## src/design/cjtpd_pkg.sv

```systemverilog
// ----------------------------------------------------------------------------
// cjtpd_pkg
// Shared types, register indexes, control word layout and saturation helper
// for the cubic joint trajectory PD tracker.
// ----------------------------------------------------------------------------
package cjtpd_pkg;

	// request kinds
	localparam logic KIND_START = 1'b0;
	localparam logic KIND_STEP  = 1'b1;

	// configuration register indexes
	localparam int CFG_IDX_W = 2;
	localparam logic [CFG_IDX_W-1:0] REG_POSITION_GAIN = 2'd0;
	localparam logic [CFG_IDX_W-1:0] REG_RATE_GAIN     = 2'd1;
	localparam logic [CFG_IDX_W-1:0] REG_MOVE_DURATION = 2'd2;

	localparam logic [15:0] DURATION_RESET = 16'd1000;

	// rate scaling: 6 from the cubic derivative, 1000 from ms to s
	localparam logic signed [19:0] RATE_SCALE = 20'sd6000;

	// width used by the saturating helper
	localparam int SAT_W = 40;

	// input request
	typedef struct packed {
		logic               kind;
		logic [1:0]         joint;
		logic [31:0]        now;
		logic signed [15:0] joint_angle;
		logic signed [15:0] joint_rate;
		logic signed [15:0] gravity_torque;
		logic signed [15:0] target_angle;
	} item_t;

	// output request
	typedef struct packed {
		logic signed [15:0] torque;
		logic signed [15:0] desired_angle;
		logic signed [15:0] desired_rate;
		logic               finished;
	} result_t;

	// gains seen by the datapath
	typedef struct packed {
		logic [15:0] kp;
		logic [15:0] kv;
	} gains_t;

	// per-request operands captured when a control step is taken
	typedef struct packed {
		logic               fin;
		logic [15:0]        t;
		logic [15:0]        span;
		logic signed [16:0] delta;
		logic signed [15:0] base;
		logic signed [15:0] angle;
		logic signed [15:0] rate;
		logic signed [15:0] grav;
	} job_t;

	// datapath status fed back to the sequencer
	typedef struct packed {
		logic fin;
		logic div_busy;
	} stat_t;

	// control word fields
	typedef logic [4:0] step_t;

	typedef enum logic [2:0] {
		MA_S, MA_S2, MA_ABSD, MA_D, MA_K6, MA_ERR_ANGLE, MA_ERR_RATE
	} mul_a_t;

	typedef enum logic [2:0] {
		MB_S, MB_SIXK, MB_SHAPE, MB_SPREAD, MB_KP, MB_KV
	} mul_b_t;

	typedef enum logic [3:0] {
		LD_NONE, LD_S, LD_S2, LD_S3, LD_K6, LD_MSCALED, LD_QD,
		LD_ACC_INIT, LD_DQD, LD_ACC_ADD
	} load_t;

	typedef enum logic [1:0] {
		DIV_NONE, DIV_PHASE, DIV_RATE
	} div_t;

	typedef enum logic [1:0] {
		BR_NONE, BR_FIN, BR_DIV_BUSY
	} branch_t;

	typedef enum logic [1:0] {
		EMIT_NONE, EMIT_TRACK, EMIT_FINISHED
	} emit_t;

	typedef struct packed {
		logic    mul_en;
		mul_a_t  mul_a;
		mul_b_t  mul_b;
		load_t   load;
		div_t    div;
		branch_t branch;
		step_t   target;
		emit_t   emit;
	} ctl_t;

	localparam ctl_t CTL_IDLE = '{
		mul_en: 1'b0, mul_a: MA_S, mul_b: MB_S, load: LD_NONE,
		div: DIV_NONE, branch: BR_NONE, target: 5'd0, emit: EMIT_NONE
	};

	// clamp a wide signed value to 16 bits
	function automatic logic signed [15:0] sat16(input logic signed [SAT_W-1:0] v);
		logic signed [15:0] r;
		if (v > SAT_W'(32767))
			r = 16'sh7FFF;
		else if (v < -SAT_W'(32768))
			r = 16'sh8000;
		else
			r = v[15:0];
		return r;
	endfunction

endpackage

```

## src/design/cubic_joint_trajectory_pd_tracker_top.sv

```systemverilog
// ----------------------------------------------------------------------------
// cubic_joint_trajectory_pd_tracker_top
// Per-joint rest-to-rest cubic trajectory with PD tracking and gravity
// feed-forward, run by a microcoded sequencer over a shared datapath.
// ----------------------------------------------------------------------------
// A start request latches, for its joint, the current tick, the measured
// angle, the distance to the goal and the configured duration; it gives
// no result. A control step request returns one result. When the joint is
// out of range, was never started or the move is over, the result is
// gravity compensation alone, handed to the output register by the
// sequencer's finish step straight after its entry step. While a move is in
// progress a step runs two passes through the shared radix-2 divider
// (normalised time, then rate scaling) and sequencing steps around the one
// shared 32x20 multiplier. A result that finds the output register still
// held waits at its emit step until the register is free. A new request is
// taken as soon as the sequencer has handed its result to the output
// register, even while that result still waits to be taken.
// ----------------------------------------------------------------------------
module cubic_joint_trajectory_pd_tracker_top #(
	parameter int JOINTS = 3
) (
	input  logic                                  clk,
	input  logic                                  arst_n,
	input  logic                                  item_valid,
	output logic                                  item_stall,
	input  cjtpd_pkg::item_t                      item,
	output logic                                  result_valid,
	input  logic                                  result_stall,
	output cjtpd_pkg::result_t                    result,
	input  logic                                  cfg_write,
	input  logic [cjtpd_pkg::CFG_IDX_W-1:0]       cfg_index,
	input  logic [15:0]                           cfg_data
);
	import cjtpd_pkg::*;

	localparam int JIW = (JOINTS > 1) ? $clog2(JOINTS) : 1;

	// configuration
	logic [15:0] kp_q;
	logic [15:0] kv_q;
	logic [15:0] dur_q;

	// per-joint trajectory state
	logic [JOINTS-1:0]  tracking_q;
	logic [31:0]        start_q [JOINTS];
	logic signed [15:0] base_q  [JOINTS];
	logic signed [16:0] dist_q  [JOINTS];
	logic [15:0]        span_q  [JOINTS];

	logic               accept;
	logic               joint_ok;
	logic [JIW-1:0]     jidx;
	logic [31:0]        elapsed;
	logic [15:0]        span_rd;
	logic               late;
	job_t               job;
	gains_t             gains;
	logic               step_go;

	ctl_t               ctl;
	stat_t              stat;
	result_t            res;
	logic               seq_busy;
	logic               out_free;
	logic               emit_now;

	logic               result_valid_q;
	result_t            result_q;

	assign accept   = item_valid && !item_stall;
	assign joint_ok = 32'(item.joint) < JOINTS;
	assign jidx     = JIW'(item.joint);

	// configuration writes
	always_ff @(posedge clk or negedge arst_n) begin
		if (!arst_n) begin
			kp_q  <= '0;
			kv_q  <= '0;
			dur_q <= DURATION_RESET;
		end else if (cfg_write) begin
			case (cfg_index)
				REG_POSITION_GAIN: kp_q  <= cfg_data;
				REG_RATE_GAIN:     kv_q  <= cfg_data;
				REG_MOVE_DURATION: dur_q <= cfg_data;
				default: ;
			endcase
		end
	end

	// start requests: tracking flag
	always_ff @(posedge clk or negedge arst_n) begin
		if (!arst_n) begin
			tracking_q <= '0;
		end else if (accept && item.kind == KIND_START && joint_ok) begin
			tracking_q[jidx] <= 1'b1;
		end
	end

	// start requests: trajectory values
	always_ff @(posedge clk) begin
		if (accept && item.kind == KIND_START && joint_ok) begin
			start_q[jidx] <= item.now;
			base_q[jidx]  <= item.joint_angle;
			dist_q[jidx]  <= {item.target_angle[15], item.target_angle}
			               - {item.joint_angle[15], item.joint_angle};
			span_q[jidx]  <= (dur_q == 16'd0) ? 16'd1 : dur_q;
		end
	end

	// elapsed time and move-over test for a step request
	assign elapsed = item.now - start_q[jidx];
	assign span_rd = span_q[jidx];
	assign late    = elapsed > {16'd0, span_rd};

	assign job.fin   = !joint_ok || !tracking_q[jidx] || late;
	assign job.t     = elapsed[15:0];
	assign job.span  = span_rd;
	assign job.delta = dist_q[jidx];
	assign job.base  = base_q[jidx];
	assign job.angle = item.joint_angle;
	assign job.rate  = item.joint_rate;
	assign job.grav  = item.gravity_torque;

	assign gains.kp = kp_q;
	assign gains.kv = kv_q;

	assign step_go    = accept && item.kind == KIND_STEP;
	assign item_stall = seq_busy;

	cjtpd_sequencer u_seq (
		.clk      (clk),
		.arst_n   (arst_n),
		.start    (step_go),
		.stat     (stat),
		.out_free (out_free),
		.ctl      (ctl),
		.busy     (seq_busy)
	);

	cjtpd_datapath u_dp (
		.clk    (clk),
		.arst_n (arst_n),
		.load   (step_go),
		.job    (job),
		.gains  (gains),
		.ctl    (ctl),
		.stat   (stat),
		.res    (res)
	);

	// output register
	assign out_free = !result_valid_q || !result_stall;
	assign emit_now = (ctl.emit != EMIT_NONE) && out_free;

	always_ff @(posedge clk or negedge arst_n) begin
		if (!arst_n) begin
			result_valid_q <= 1'b0;
		end else if (out_free) begin
			result_valid_q <= emit_now;
		end
	end

	always_ff @(posedge clk) begin
		if (emit_now)
			result_q <= res;
	end

	assign result_valid = result_valid_q;
	assign result       = result_q;

`ifndef SYNTHESIS
	// a control step keeps the sequencer busy on the following cycle
	a_step_occupies: assert property (@(posedge clk) disable iff (!arst_n)
		(item_valid && !item_stall && item.kind == KIND_STEP) |=> item_stall)
		else $error("control step did not occupy the sequencer");

	// a start request never produces a result
	a_start_silent: assert property (@(posedge clk) disable iff (!arst_n)
		(item_valid && !item_stall && item.kind == KIND_START && !result_valid)
		|=> !result_valid)
		else $error("start request produced a result");

	// gravity-only results carry no trajectory
	a_finished_clean: assert property (@(posedge clk) disable iff (!arst_n)
		(result_valid && result.finished)
		|-> (result.desired_angle == 16'sd0 && result.desired_rate == 16'sd0))
		else $error("finished result carries a trajectory");
`endif

endmodule

```

## src/design/cjtpd_divider.sv

```systemverilog
// ----------------------------------------------------------------------------
// cjtpd_divider
// Radix-2 restoring divider, one quotient bit per cycle, 32 quotient bits per pass.
// ----------------------------------------------------------------------------
module cjtpd_divider (
	input  logic        clk,
	input  logic        arst_n,
	input  logic        go,
	input  logic [31:0] num,
	input  logic [15:0] den,
	output logic        busy,
	output logic [31:0] quo
);
	import cjtpd_pkg::*;

	logic        busy_q;
	logic [4:0]  cnt_q;
	logic [31:0] num_q;
	logic [31:0] quo_q;
	logic [15:0] rem_q;
	logic [15:0] den_q;

	logic [16:0] trial;
	logic        fits;

	// trial subtract of the next numerator bit
	assign trial = {rem_q, num_q[31]};
	assign fits  = trial >= {1'b0, den_q};

	// control
	always_ff @(posedge clk or negedge arst_n) begin
		if (!arst_n) begin
			busy_q <= 1'b0;
			cnt_q  <= '0;
		end else if (go) begin
			busy_q <= 1'b1;
			cnt_q  <= '0;
		end else if (busy_q) begin
			cnt_q <= cnt_q + 5'd1;
			if (cnt_q == 5'd31)
				busy_q <= 1'b0;
		end
	end

	// shift and subtract
	always_ff @(posedge clk) begin
		if (go) begin
			num_q <= num;
			den_q <= den;
			rem_q <= '0;
			quo_q <= '0;
		end else if (busy_q) begin
			num_q <= {num_q[30:0], 1'b0};
			quo_q <= {quo_q[30:0], fits};
			if (fits)
				rem_q <= 16'(trial - {1'b0, den_q});
			else
				rem_q <= trial[15:0];
		end
	end

	assign busy = busy_q;
	assign quo  = quo_q;

endmodule

```

## src/design/cjtpd_sequencer.sv

```systemverilog
// ----------------------------------------------------------------------------
// cjtpd_sequencer
// Step counter and control store; issues one control word per cycle and
// takes jumps on the datapath status.
// ----------------------------------------------------------------------------
module cjtpd_sequencer (
	input  logic             clk,
	input  logic             arst_n,
	input  logic             start,
	input  cjtpd_pkg::stat_t stat,
	input  logic             out_free,
	output cjtpd_pkg::ctl_t  ctl,
	output logic             busy
);
	import cjtpd_pkg::*;

	// program labels
	localparam step_t STEP_ENTRY     = 5'd0;
	localparam step_t STEP_DIV_PHASE = 5'd1;
	localparam step_t STEP_WAIT_S    = 5'd2;
	localparam step_t STEP_LD_S      = 5'd3;
	localparam step_t STEP_SQ        = 5'd4;
	localparam step_t STEP_CUBE      = 5'd5;
	localparam step_t STEP_SPREAD    = 5'd6;
	localparam step_t STEP_SHAPE     = 5'd7;
	localparam step_t STEP_SCALE     = 5'd8;
	localparam step_t STEP_QD        = 5'd9;
	localparam step_t STEP_ERR_ANGLE = 5'd10;
	localparam step_t STEP_ACC_INIT  = 5'd11;
	localparam step_t STEP_WAIT_RATE = 5'd12;
	localparam step_t STEP_DQD       = 5'd13;
	localparam step_t STEP_ERR_RATE  = 5'd14;
	localparam step_t STEP_ACC_ADD   = 5'd15;
	localparam step_t STEP_EMIT      = 5'd16;
	localparam step_t STEP_FIN       = 5'd17;

	// control store
	function automatic ctl_t ucode(input step_t pc);
		ctl_t w;
		w = CTL_IDLE;
		case (pc)
			STEP_ENTRY: begin
				w.branch = BR_FIN;
				w.target = STEP_FIN;
			end
			STEP_DIV_PHASE: begin
				w.div = DIV_PHASE;
			end
			STEP_WAIT_S: begin
				w.branch = BR_DIV_BUSY;
				w.target = STEP_WAIT_S;
			end
			STEP_LD_S: begin
				w.load = LD_S;
			end
			STEP_SQ: begin
				w.mul_en = 1'b1;
				w.mul_a  = MA_S;
				w.mul_b  = MB_S;
			end
			STEP_CUBE: begin
				w.load   = LD_S2;
				w.mul_en = 1'b1;
				w.mul_a  = MA_ABSD;
				w.mul_b  = MB_SIXK;
			end
			STEP_SPREAD: begin
				w.load   = LD_K6;
				w.mul_en = 1'b1;
				w.mul_a  = MA_S2;
				w.mul_b  = MB_S;
			end
			STEP_SHAPE: begin
				w.load   = LD_S3;
				w.mul_en = 1'b1;
				w.mul_a  = MA_K6;
				w.mul_b  = MB_SPREAD;
			end
			STEP_SCALE: begin
				w.load   = LD_MSCALED;
				w.mul_en = 1'b1;
				w.mul_a  = MA_D;
				w.mul_b  = MB_SHAPE;
			end
			STEP_QD: begin
				w.load = LD_QD;
				w.div  = DIV_RATE;
			end
			STEP_ERR_ANGLE: begin
				w.mul_en = 1'b1;
				w.mul_a  = MA_ERR_ANGLE;
				w.mul_b  = MB_KP;
			end
			STEP_ACC_INIT: begin
				w.load = LD_ACC_INIT;
			end
			STEP_WAIT_RATE: begin
				w.branch = BR_DIV_BUSY;
				w.target = STEP_WAIT_RATE;
			end
			STEP_DQD: begin
				w.load = LD_DQD;
			end
			STEP_ERR_RATE: begin
				w.mul_en = 1'b1;
				w.mul_a  = MA_ERR_RATE;
				w.mul_b  = MB_KV;
			end
			STEP_ACC_ADD: begin
				w.load = LD_ACC_ADD;
			end
			STEP_EMIT: begin
				w.emit = EMIT_TRACK;
			end
			STEP_FIN: begin
				w.emit = EMIT_FINISHED;
			end
			default: begin
				w = CTL_IDLE;
			end
		endcase
		return w;
	endfunction

	logic  active_q;
	step_t pc_q;
	ctl_t  word;

	assign word = ucode(pc_q);
	assign ctl  = active_q ? word : CTL_IDLE;
	assign busy = active_q;

	// step counter with jumps; an emit step holds until the output is free
	always_ff @(posedge clk or negedge arst_n) begin
		if (!arst_n) begin
			active_q <= 1'b0;
			pc_q     <= STEP_ENTRY;
		end else if (start) begin
			active_q <= 1'b1;
			pc_q     <= STEP_ENTRY;
		end else if (active_q) begin
			case (word.branch)
				BR_FIN: begin
					pc_q <= stat.fin ? word.target : pc_q + 5'd1;
				end
				BR_DIV_BUSY: begin
					pc_q <= stat.div_busy ? word.target : pc_q + 5'd1;
				end
				default: begin
					if (word.emit != EMIT_NONE) begin
						if (out_free)
							active_q <= 1'b0;
					end else begin
						pc_q <= pc_q + 5'd1;
					end
				end
			endcase
		end
	end

endmodule

```

## src/design/cjtpd_datapath.sv

```systemverilog
// ----------------------------------------------------------------------------
// cjtpd_datapath
// Operand registers, one shared signed multiplier with a product register and
// the shared divider, steered by the sequencer's control word.
// ----------------------------------------------------------------------------
module cjtpd_datapath (
	input  logic               clk,
	input  logic               arst_n,
	input  logic               load,
	input  cjtpd_pkg::job_t    job,
	input  cjtpd_pkg::gains_t  gains,
	input  cjtpd_pkg::ctl_t    ctl,
	output cjtpd_pkg::stat_t   stat,
	output cjtpd_pkg::result_t res
);
	import cjtpd_pkg::*;

	// captured request operands
	logic               fin_q;
	logic [15:0]        t_q;
	logic [15:0]        span_q;
	logic signed [16:0] d_q;
	logic signed [15:0] base_q;
	logic signed [15:0] ang_q;
	logic signed [15:0] rate_q;
	logic signed [15:0] grav_q;

	// working registers
	logic [16:0]        s_q;
	logic [16:0]        s2_q;
	logic [16:0]        s3_q;
	logic [28:0]        k6_q;
	logic [25:0]        mscaled_q;
	logic signed [15:0] qd_q;
	logic signed [15:0] dqd_q;
	logic signed [36:0] acc_q;
	logic signed [51:0] prod_q;

	logic signed [31:0] op_a;
	logic signed [19:0] op_b;
	logic signed [51:0] prod_d;

	logic [16:0]        absd;
	logic [16:0]        spread;
	logic [18:0]        shape;
	logic signed [16:0] err_ang;
	logic signed [16:0] err_rate;
	logic [43:0]        msum;
	logic signed [51:0] qd_round;
	logic signed [SAT_W-1:0] qd_sum;
	logic signed [SAT_W-1:0] tau_sum;
	logic [25:0]        rate_quo;
	logic signed [15:0] dqd_d;

	logic        div_go;
	logic [31:0] div_num;
	logic        div_busy;
	logic [31:0] div_quo;

	// derived operands
	assign absd     = d_q[16] ? 17'(-d_q) : d_q;
	assign spread   = s_q - s2_q;
	assign shape    = ({2'b00, s2_q} + {1'b0, s2_q, 1'b0}) - {1'b0, s3_q, 1'b0};
	assign err_ang  = {ang_q[15], ang_q} - {qd_q[15], qd_q};
	assign err_rate = {rate_q[15], rate_q} - {dqd_q[15], dqd_q};

	// multiplier operand selection
	always_comb begin
		case (ctl.mul_a)
			MA_S:         op_a = {15'd0, s_q};
			MA_S2:        op_a = {15'd0, s2_q};
			MA_ABSD:      op_a = {15'd0, absd};
			MA_D:         op_a = {{15{d_q[16]}}, d_q};
			MA_K6:        op_a = {3'd0, k6_q};
			MA_ERR_ANGLE: op_a = {{15{err_ang[16]}}, err_ang};
			MA_ERR_RATE:  op_a = {{15{err_rate[16]}}, err_rate};
			default:      op_a = '0;
		endcase
	end

	always_comb begin
		case (ctl.mul_b)
			MB_S:      op_b = {3'd0, s_q};
			MB_SIXK:   op_b = RATE_SCALE;
			MB_SHAPE:  op_b = {1'b0, shape};
			MB_SPREAD: op_b = {3'd0, spread};
			MB_KP:     op_b = {4'd0, gains.kp};
			MB_KV:     op_b = {4'd0, gains.kv};
			default:   op_b = '0;
		endcase
	end

	assign prod_d = op_a * op_b;

	// divider shared between normalised time and rate scaling
	assign div_go  = ctl.div != DIV_NONE;
	assign div_num = (ctl.div == DIV_PHASE) ? {t_q, 16'd0} : {6'd0, mscaled_q};

	cjtpd_divider u_div (
		.clk    (clk),
		.arst_n (arst_n),
		.go     (div_go),
		.num    (div_num),
		.den    (span_q),
		.busy   (div_busy),
		.quo    (div_quo)
	);

	// rounding bias for the rate division, then drop the 2^18 scale
	assign msum = 44'(prod_q[42:0]) + {11'd0, span_q, 17'd0};

	// desired angle: base plus rounded cubic term
	assign qd_round = (prod_q + 52'sd32768) >>> 16;
	assign qd_sum   = SAT_W'(base_q) + SAT_W'(qd_round);

	// desired rate magnitude back to signed and clamped
	assign rate_quo = div_quo[25:0];
	always_comb begin
		if (!d_q[16]) begin
			if (|rate_quo[25:15])
				dqd_d = 16'sh7FFF;
			else
				dqd_d = $signed(rate_quo[15:0]);
		end else begin
			if (|rate_quo[25:15])
				dqd_d = 16'sh8000;
			else
				dqd_d = $signed(16'(16'd0 - rate_quo[15:0]));
		end
	end

	// torque: negate, round at bit 12
	assign tau_sum = (SAT_W'(2048) - SAT_W'(acc_q)) >>> 12;

	// request capture
	always_ff @(posedge clk) begin
		if (load) begin
			fin_q  <= job.fin;
			t_q    <= job.t;
			span_q <= job.span;
			d_q    <= job.delta;
			base_q <= job.base;
			ang_q  <= job.angle;
			rate_q <= job.rate;
			grav_q <= job.grav;
		end
	end

	// product register
	always_ff @(posedge clk) begin
		if (ctl.mul_en)
			prod_q <= prod_d;
	end

	// register loads named by the control word
	always_ff @(posedge clk) begin
		case (ctl.load)
			LD_S:        s_q       <= div_quo[16:0];
			LD_S2:       s2_q      <= prod_q[32:16];
			LD_S3:       s3_q      <= prod_q[32:16];
			LD_K6:       k6_q      <= prod_q[28:0];
			LD_MSCALED:  mscaled_q <= msum[43:18];
			LD_QD:       qd_q      <= sat16(qd_sum);
			LD_ACC_INIT: acc_q     <= prod_q[36:0] + 37'({{9{grav_q[15]}}, grav_q, 12'd0});
			LD_DQD:      dqd_q     <= dqd_d;
			LD_ACC_ADD:  acc_q     <= acc_q + {prod_q[34:0], 2'b00};
			default: ;
		endcase
	end

	// result presented on emit steps
	always_comb begin
		case (ctl.emit)
			EMIT_FINISHED: begin
				res.torque        = sat16(-SAT_W'(grav_q));
				res.desired_angle = '0;
				res.desired_rate  = '0;
				res.finished      = 1'b1;
			end
			default: begin
				res.torque        = sat16(tau_sum);
				res.desired_angle = qd_q;
				res.desired_rate  = dqd_q;
				res.finished      = 1'b0;
			end
		endcase
	end

	assign stat.fin      = fin_q;
	assign stat.div_busy = div_busy;

endmodule

```

## config.mk

```make
export PLATFORM = sky130hd
export DESIGN_NAME = cubic_joint_trajectory_pd_tracker_top
export DESIGN_NICKNAME = d
export VERILOG_FILES = /design/src/design/cjtpd_pkg.sv /design/src/design/cubic_joint_trajectory_pd_tracker_top.sv /design/src/design/cjtpd_divider.sv /design/src/design/cjtpd_sequencer.sv /design/src/design/cjtpd_datapath.sv
export SDC_FILE = /design/constraint.sdc
export NUM_CORES = 2
export LEC_CHECK = 0
export BUFFER_PORTS_ARGS = -buffer_cell sky130_fd_sc_hd__buf_2
export CAP_MARGIN = 20
export CORE_MARGIN = 2
export CORE_UTILIZATION = 70
export CTS_CLUSTER_DIAMETER = 80
export DETAILED_ROUTE_END_ITERATION = 7
export PLACE_DENSITY = 0.91
export SKIP_CTS_REPAIR_TIMING = 1
export SLEW_MARGIN = 20
export SYNTH_ARGS = -nofsm -noshare
export SYNTH_HDL_FRONTEND = slang
export SYNTH_SLANG_ARGS = --single-unit
```

## constraint.sdc

```tcl
create_clock -name clk -period 34.5 [get_ports clk]
set_clock_uncertainty 0.15 [all_clocks]
set_input_delay 3.45 -clock clk [delete_from_list [all_inputs] [get_ports clk]]
set_output_delay 3.45 -clock clk [all_outputs]
set_load 0.02 [all_outputs]
```

==> flow_summary.yaml <==
yosys:
  netlist.area_leader.share: 0.3171
  synth_enable_flop_cells: 681
  mappedNetlistNets: 7524
  post_synth_instance_area_mm2: 0.06450
  number_of_synthesized_register_bits: 787
  post-synth-top-area-cell: "sky130_fd_sc_hd__edfxtp_1"
  yosys_cell_types: 96
  synth_area_per_cell_um2: 10.08
  post_synth_inst_count: 6396
  post_synth_main_area_contributors: "sky130_fd_sc_hd__edfxtp_1 (32%), sky130_fd_sc_hd__fa_1 (19%), sky130_fd_sc_hd__ha_1 (7.8%), sky130_fd_sc_hd__inv_1 (5.5%), sky130_fd_sc_hd__nand2_1 (4.0%)"
  yosys_most_used_dff: "sky130_fd_sc_hd__edfxtp_1"
  synth_async_sr_flop_share: 0.08132
  synth_seq_area_share: 0.3551
  synthesis.yosys.warnings: 0
floorplan:
  io-pin-count: 173
  core_area_mm2: 0.09152
  core.rowCount: 111
  fp.dieArea_mm2: 0.09458
  die_w_um: 307.5
  initial_core_util: 0.7047
  fp.dieH_um: 307.5
critical_path:
  cp-end-kind: "flop"
  worst_setup_path_start_kind: "flop"
  cpMostUsedCell: "sky130_fd_sc_hd__fa_1"
  path_class: "reg -> reg"
  crit_slowest_cell: "sky130_fd_sc_hd__o41ai_1"
  max_stage_delay_ns: 0.96
  timing.critical_path.fanout_max: 21
  data_required_time_of_the_critical_path_ns: 34.76
  worst_ep_arrival_time_ns: 12.91
drt:
  via_total_after_detailed_routing: 49950
  first_iter_violations: 5949
  routed_via_density: 6.441
  antenna_violating_nets_post_route: 0
  drc: 0
  routed_wl_mm: 187.0
  wl_per_cell_um: 24.12
  detailedRoute.firstPassIterationCount: 6
timing:
  finalCriticalPeriod_ns: 12.65
  sum_of_negative_setup_slack_ns: 0
  worstMarginPinSlew_ns: 1.154
  fmax_ghz: 0.07904
  unrepaired_setup_endpoints_after_global_routing: "false"
  setup_violations: 0
  min_period_over_period: 0.3667
  finalMaxSlewViolations: 0
  slew-limit-headroom: 0.2296
  fin_hold_viols: 0
placement:
  detailed_place_hpwl_mm: 137.6
  gpl.final_weighted_congestion: 1.028
  numPortBuffers: 172
  placed_cells: 7607
finish:
  most_common_cell_after_layout_fill_and_taps_aside: "sky130_fd_sc_hd__inv_1"
  layoutNonFillerInstCount: 7754
  post_route_cells_drive_above_1_share: 0.07851
  layout_common_cells: "sky130_fd_sc_hd__inv_1 (948), sky130_fd_sc_hd__nand2_1 (693), sky130_fd_sc_hd__edfxtp_1 (681)"
  syn_to_final_growth_pct: 7.521
  final_net_count: 7627
power:
  pwr_density_cell_mw_per_mm2: 98.23
  vdd.ir_drop.worst_v: 0.0002768
  leakage_nw: 31.69
cts:
  cts_made_buffers: 76
  cts.sinks: 787
  max-clock-path-buffers: 3
  clkSlewWorstSetupHoldPaths_ns: 0.07
  cts_h_tree_depth: 3
  clock_tree_from_tritoncts: "built"
  clock-root-buffer: "sky130_fd_sc_hd__clkbuf_16"
  insertion_delay_ns: 0.66
global_route:
  gr-total-overflow: 0
  grt_antenna_before_repair: 9
  grt_start_max_net_pins: 103
  grt_pass1_wl_mm: 289.3
  number_of_global_route_vias_before_repair: 50900
  gr_usage_total: 0.4049
flow_run:
  drv.max_cap_violation_count: 0
run_status:
  status: "completed"
worst_hold_path:
  min-delay-path-class: "reg -> reg"
per-layer routing:
metal  vias to the layer above  track usage  wire length, um
li1                      21790            -                -
met1                     24290       0.5250            67630
met2                      3104       0.6265            84520
met3                       754      0.09930            22100
met4                         8       0.2334            12730
met5                         -            0               51
flip-flops by register name (all words and copies together) (netlist names), 17 cells and up:
| register | cells |
|---|---|
| u_dp.mscaled_q | 26 |
| result | 49 |
| u_dp.d_q | 17 |
| u_dp.prod_q | 52 |
| u_dp.u_div.num_q | 32 |
| start_q | 96 |
| u_dp.s_q | 17 |
| u_dp.k6_q | 29 |
| u_dp.s3_q | 17 |
| u_dp.acc_q | 37 |
| span_q | 48 |
| base_q | 48 |
| u_dp.u_div.quo | 26 |
| u_dp.s2_q | 17 |
| dist_q | 51 |
synthesized netlist by cell type (104+ instances only):
library cell,n
sky130_fd_sc_hd__inv_1,950
sky130_fd_sc_hd__nand2_1,693
sky130_fd_sc_hd__edfxtp_1,681
sky130_fd_sc_hd__fa_1,605
sky130_fd_sc_hd__nor2_1,549
sky130_fd_sc_hd__ha_1,401
sky130_fd_sc_hd__a21oi_1,303
sky130_fd_sc_hd__o21ai_0,276
sky130_fd_sc_hd__clkbuf_1,198
sky130_fd_sc_hd__xnor2_1,180
sky130_fd_sc_hd__mux2i_1,136
sky130_fd_sc_hd__xor2_1,121
sky130_fd_sc_hd__a21o_1,109
sky130_fd_sc_hd__nand3_1,104
path summary, 6_finish.rpt:
check                                             to  cells past startpoint            startpoint  slack [ns]
worst max-delay path                 u_dp.prod_q[51]                     35          u_dp.qd_q[0]       21.85
worst min-delay path            u_dp.u_div.rem_q[15]                      2  u_dp.u_div.rem_q[15]        0.32
worst max register to register       u_dp.prod_q[51]                     35          u_dp.qd_q[0]       21.85
worst min register to register  u_dp.u_div.rem_q[15]                      2  u_dp.u_div.rem_q[15]        0.32
max in group asynchronous            u_dp.u_div.busy                      2                arst_n       30.69
min in group asynchronous              tracking_q[1]                      2                arst_n        2.83
metrics by stage:
step           hold WS, ns    util  total power [W]  area, um^2  setup slack (ns)
6_report            0.3188  0.7577         0.006812       69350             21.85
5_1_grt             0.3347  0.7575         0.007370       69330             21.49
4_1_cts             0.3140  0.7574         0.006751       69320             22.39
3_5_place_dp        0.3008  0.7296         0.005841       66780             22.39
3_3_place_gp        0.2935  0.7296         0.005734       66780             22.76
2_1_floorplan       0.2564       -         0.004718       64500             23.53
where the power goes:
part	total, W	internal, W	switching (W)
logic	0.00442	0.00170	0.00272
registers	0.00152	0.00139	0.000131
clock network	0.000866	0.000482	0.000384
total	0.00681	0.00357	0.00324
critical path, delay by kind of cell, from the launching register on:
family	cells	cell delay [ns]
compound gates	12	4.94
fa+ha+maj	10	4.35
simple gates	7	1.84
flops	1	0.58
buf+inv	5	0.37
xor+xnor	1	0.14
cells by family after synthesis:
family                     after synthesis  synth area share
adders and majority gates             1006            0.2656
DFF                                    787            0.3551
and+or+nand+nor                       1824            0.1277
muxes                                  189           0.03036
buffers and inverters                 1179           0.06902
xor gates and xnor gates               301           0.04088
AOI/OAI and AO/OA                     1110            0.1114
layout make-up:
cell class / count / area (um^2)
clock inverter: 42 / 481.7
clock buffer: 97 / 2062
multi-input combinational: 4430 / 37360
antenna: 8 / 20.02
tap: 1186 / 1484
fill: 5810 / 22180
sequential: 787 / 22900
inverter: 952 / 3576
timing repair buffer: 252 / 1466
Note: power is estimated with default switching activity, not from simulation.
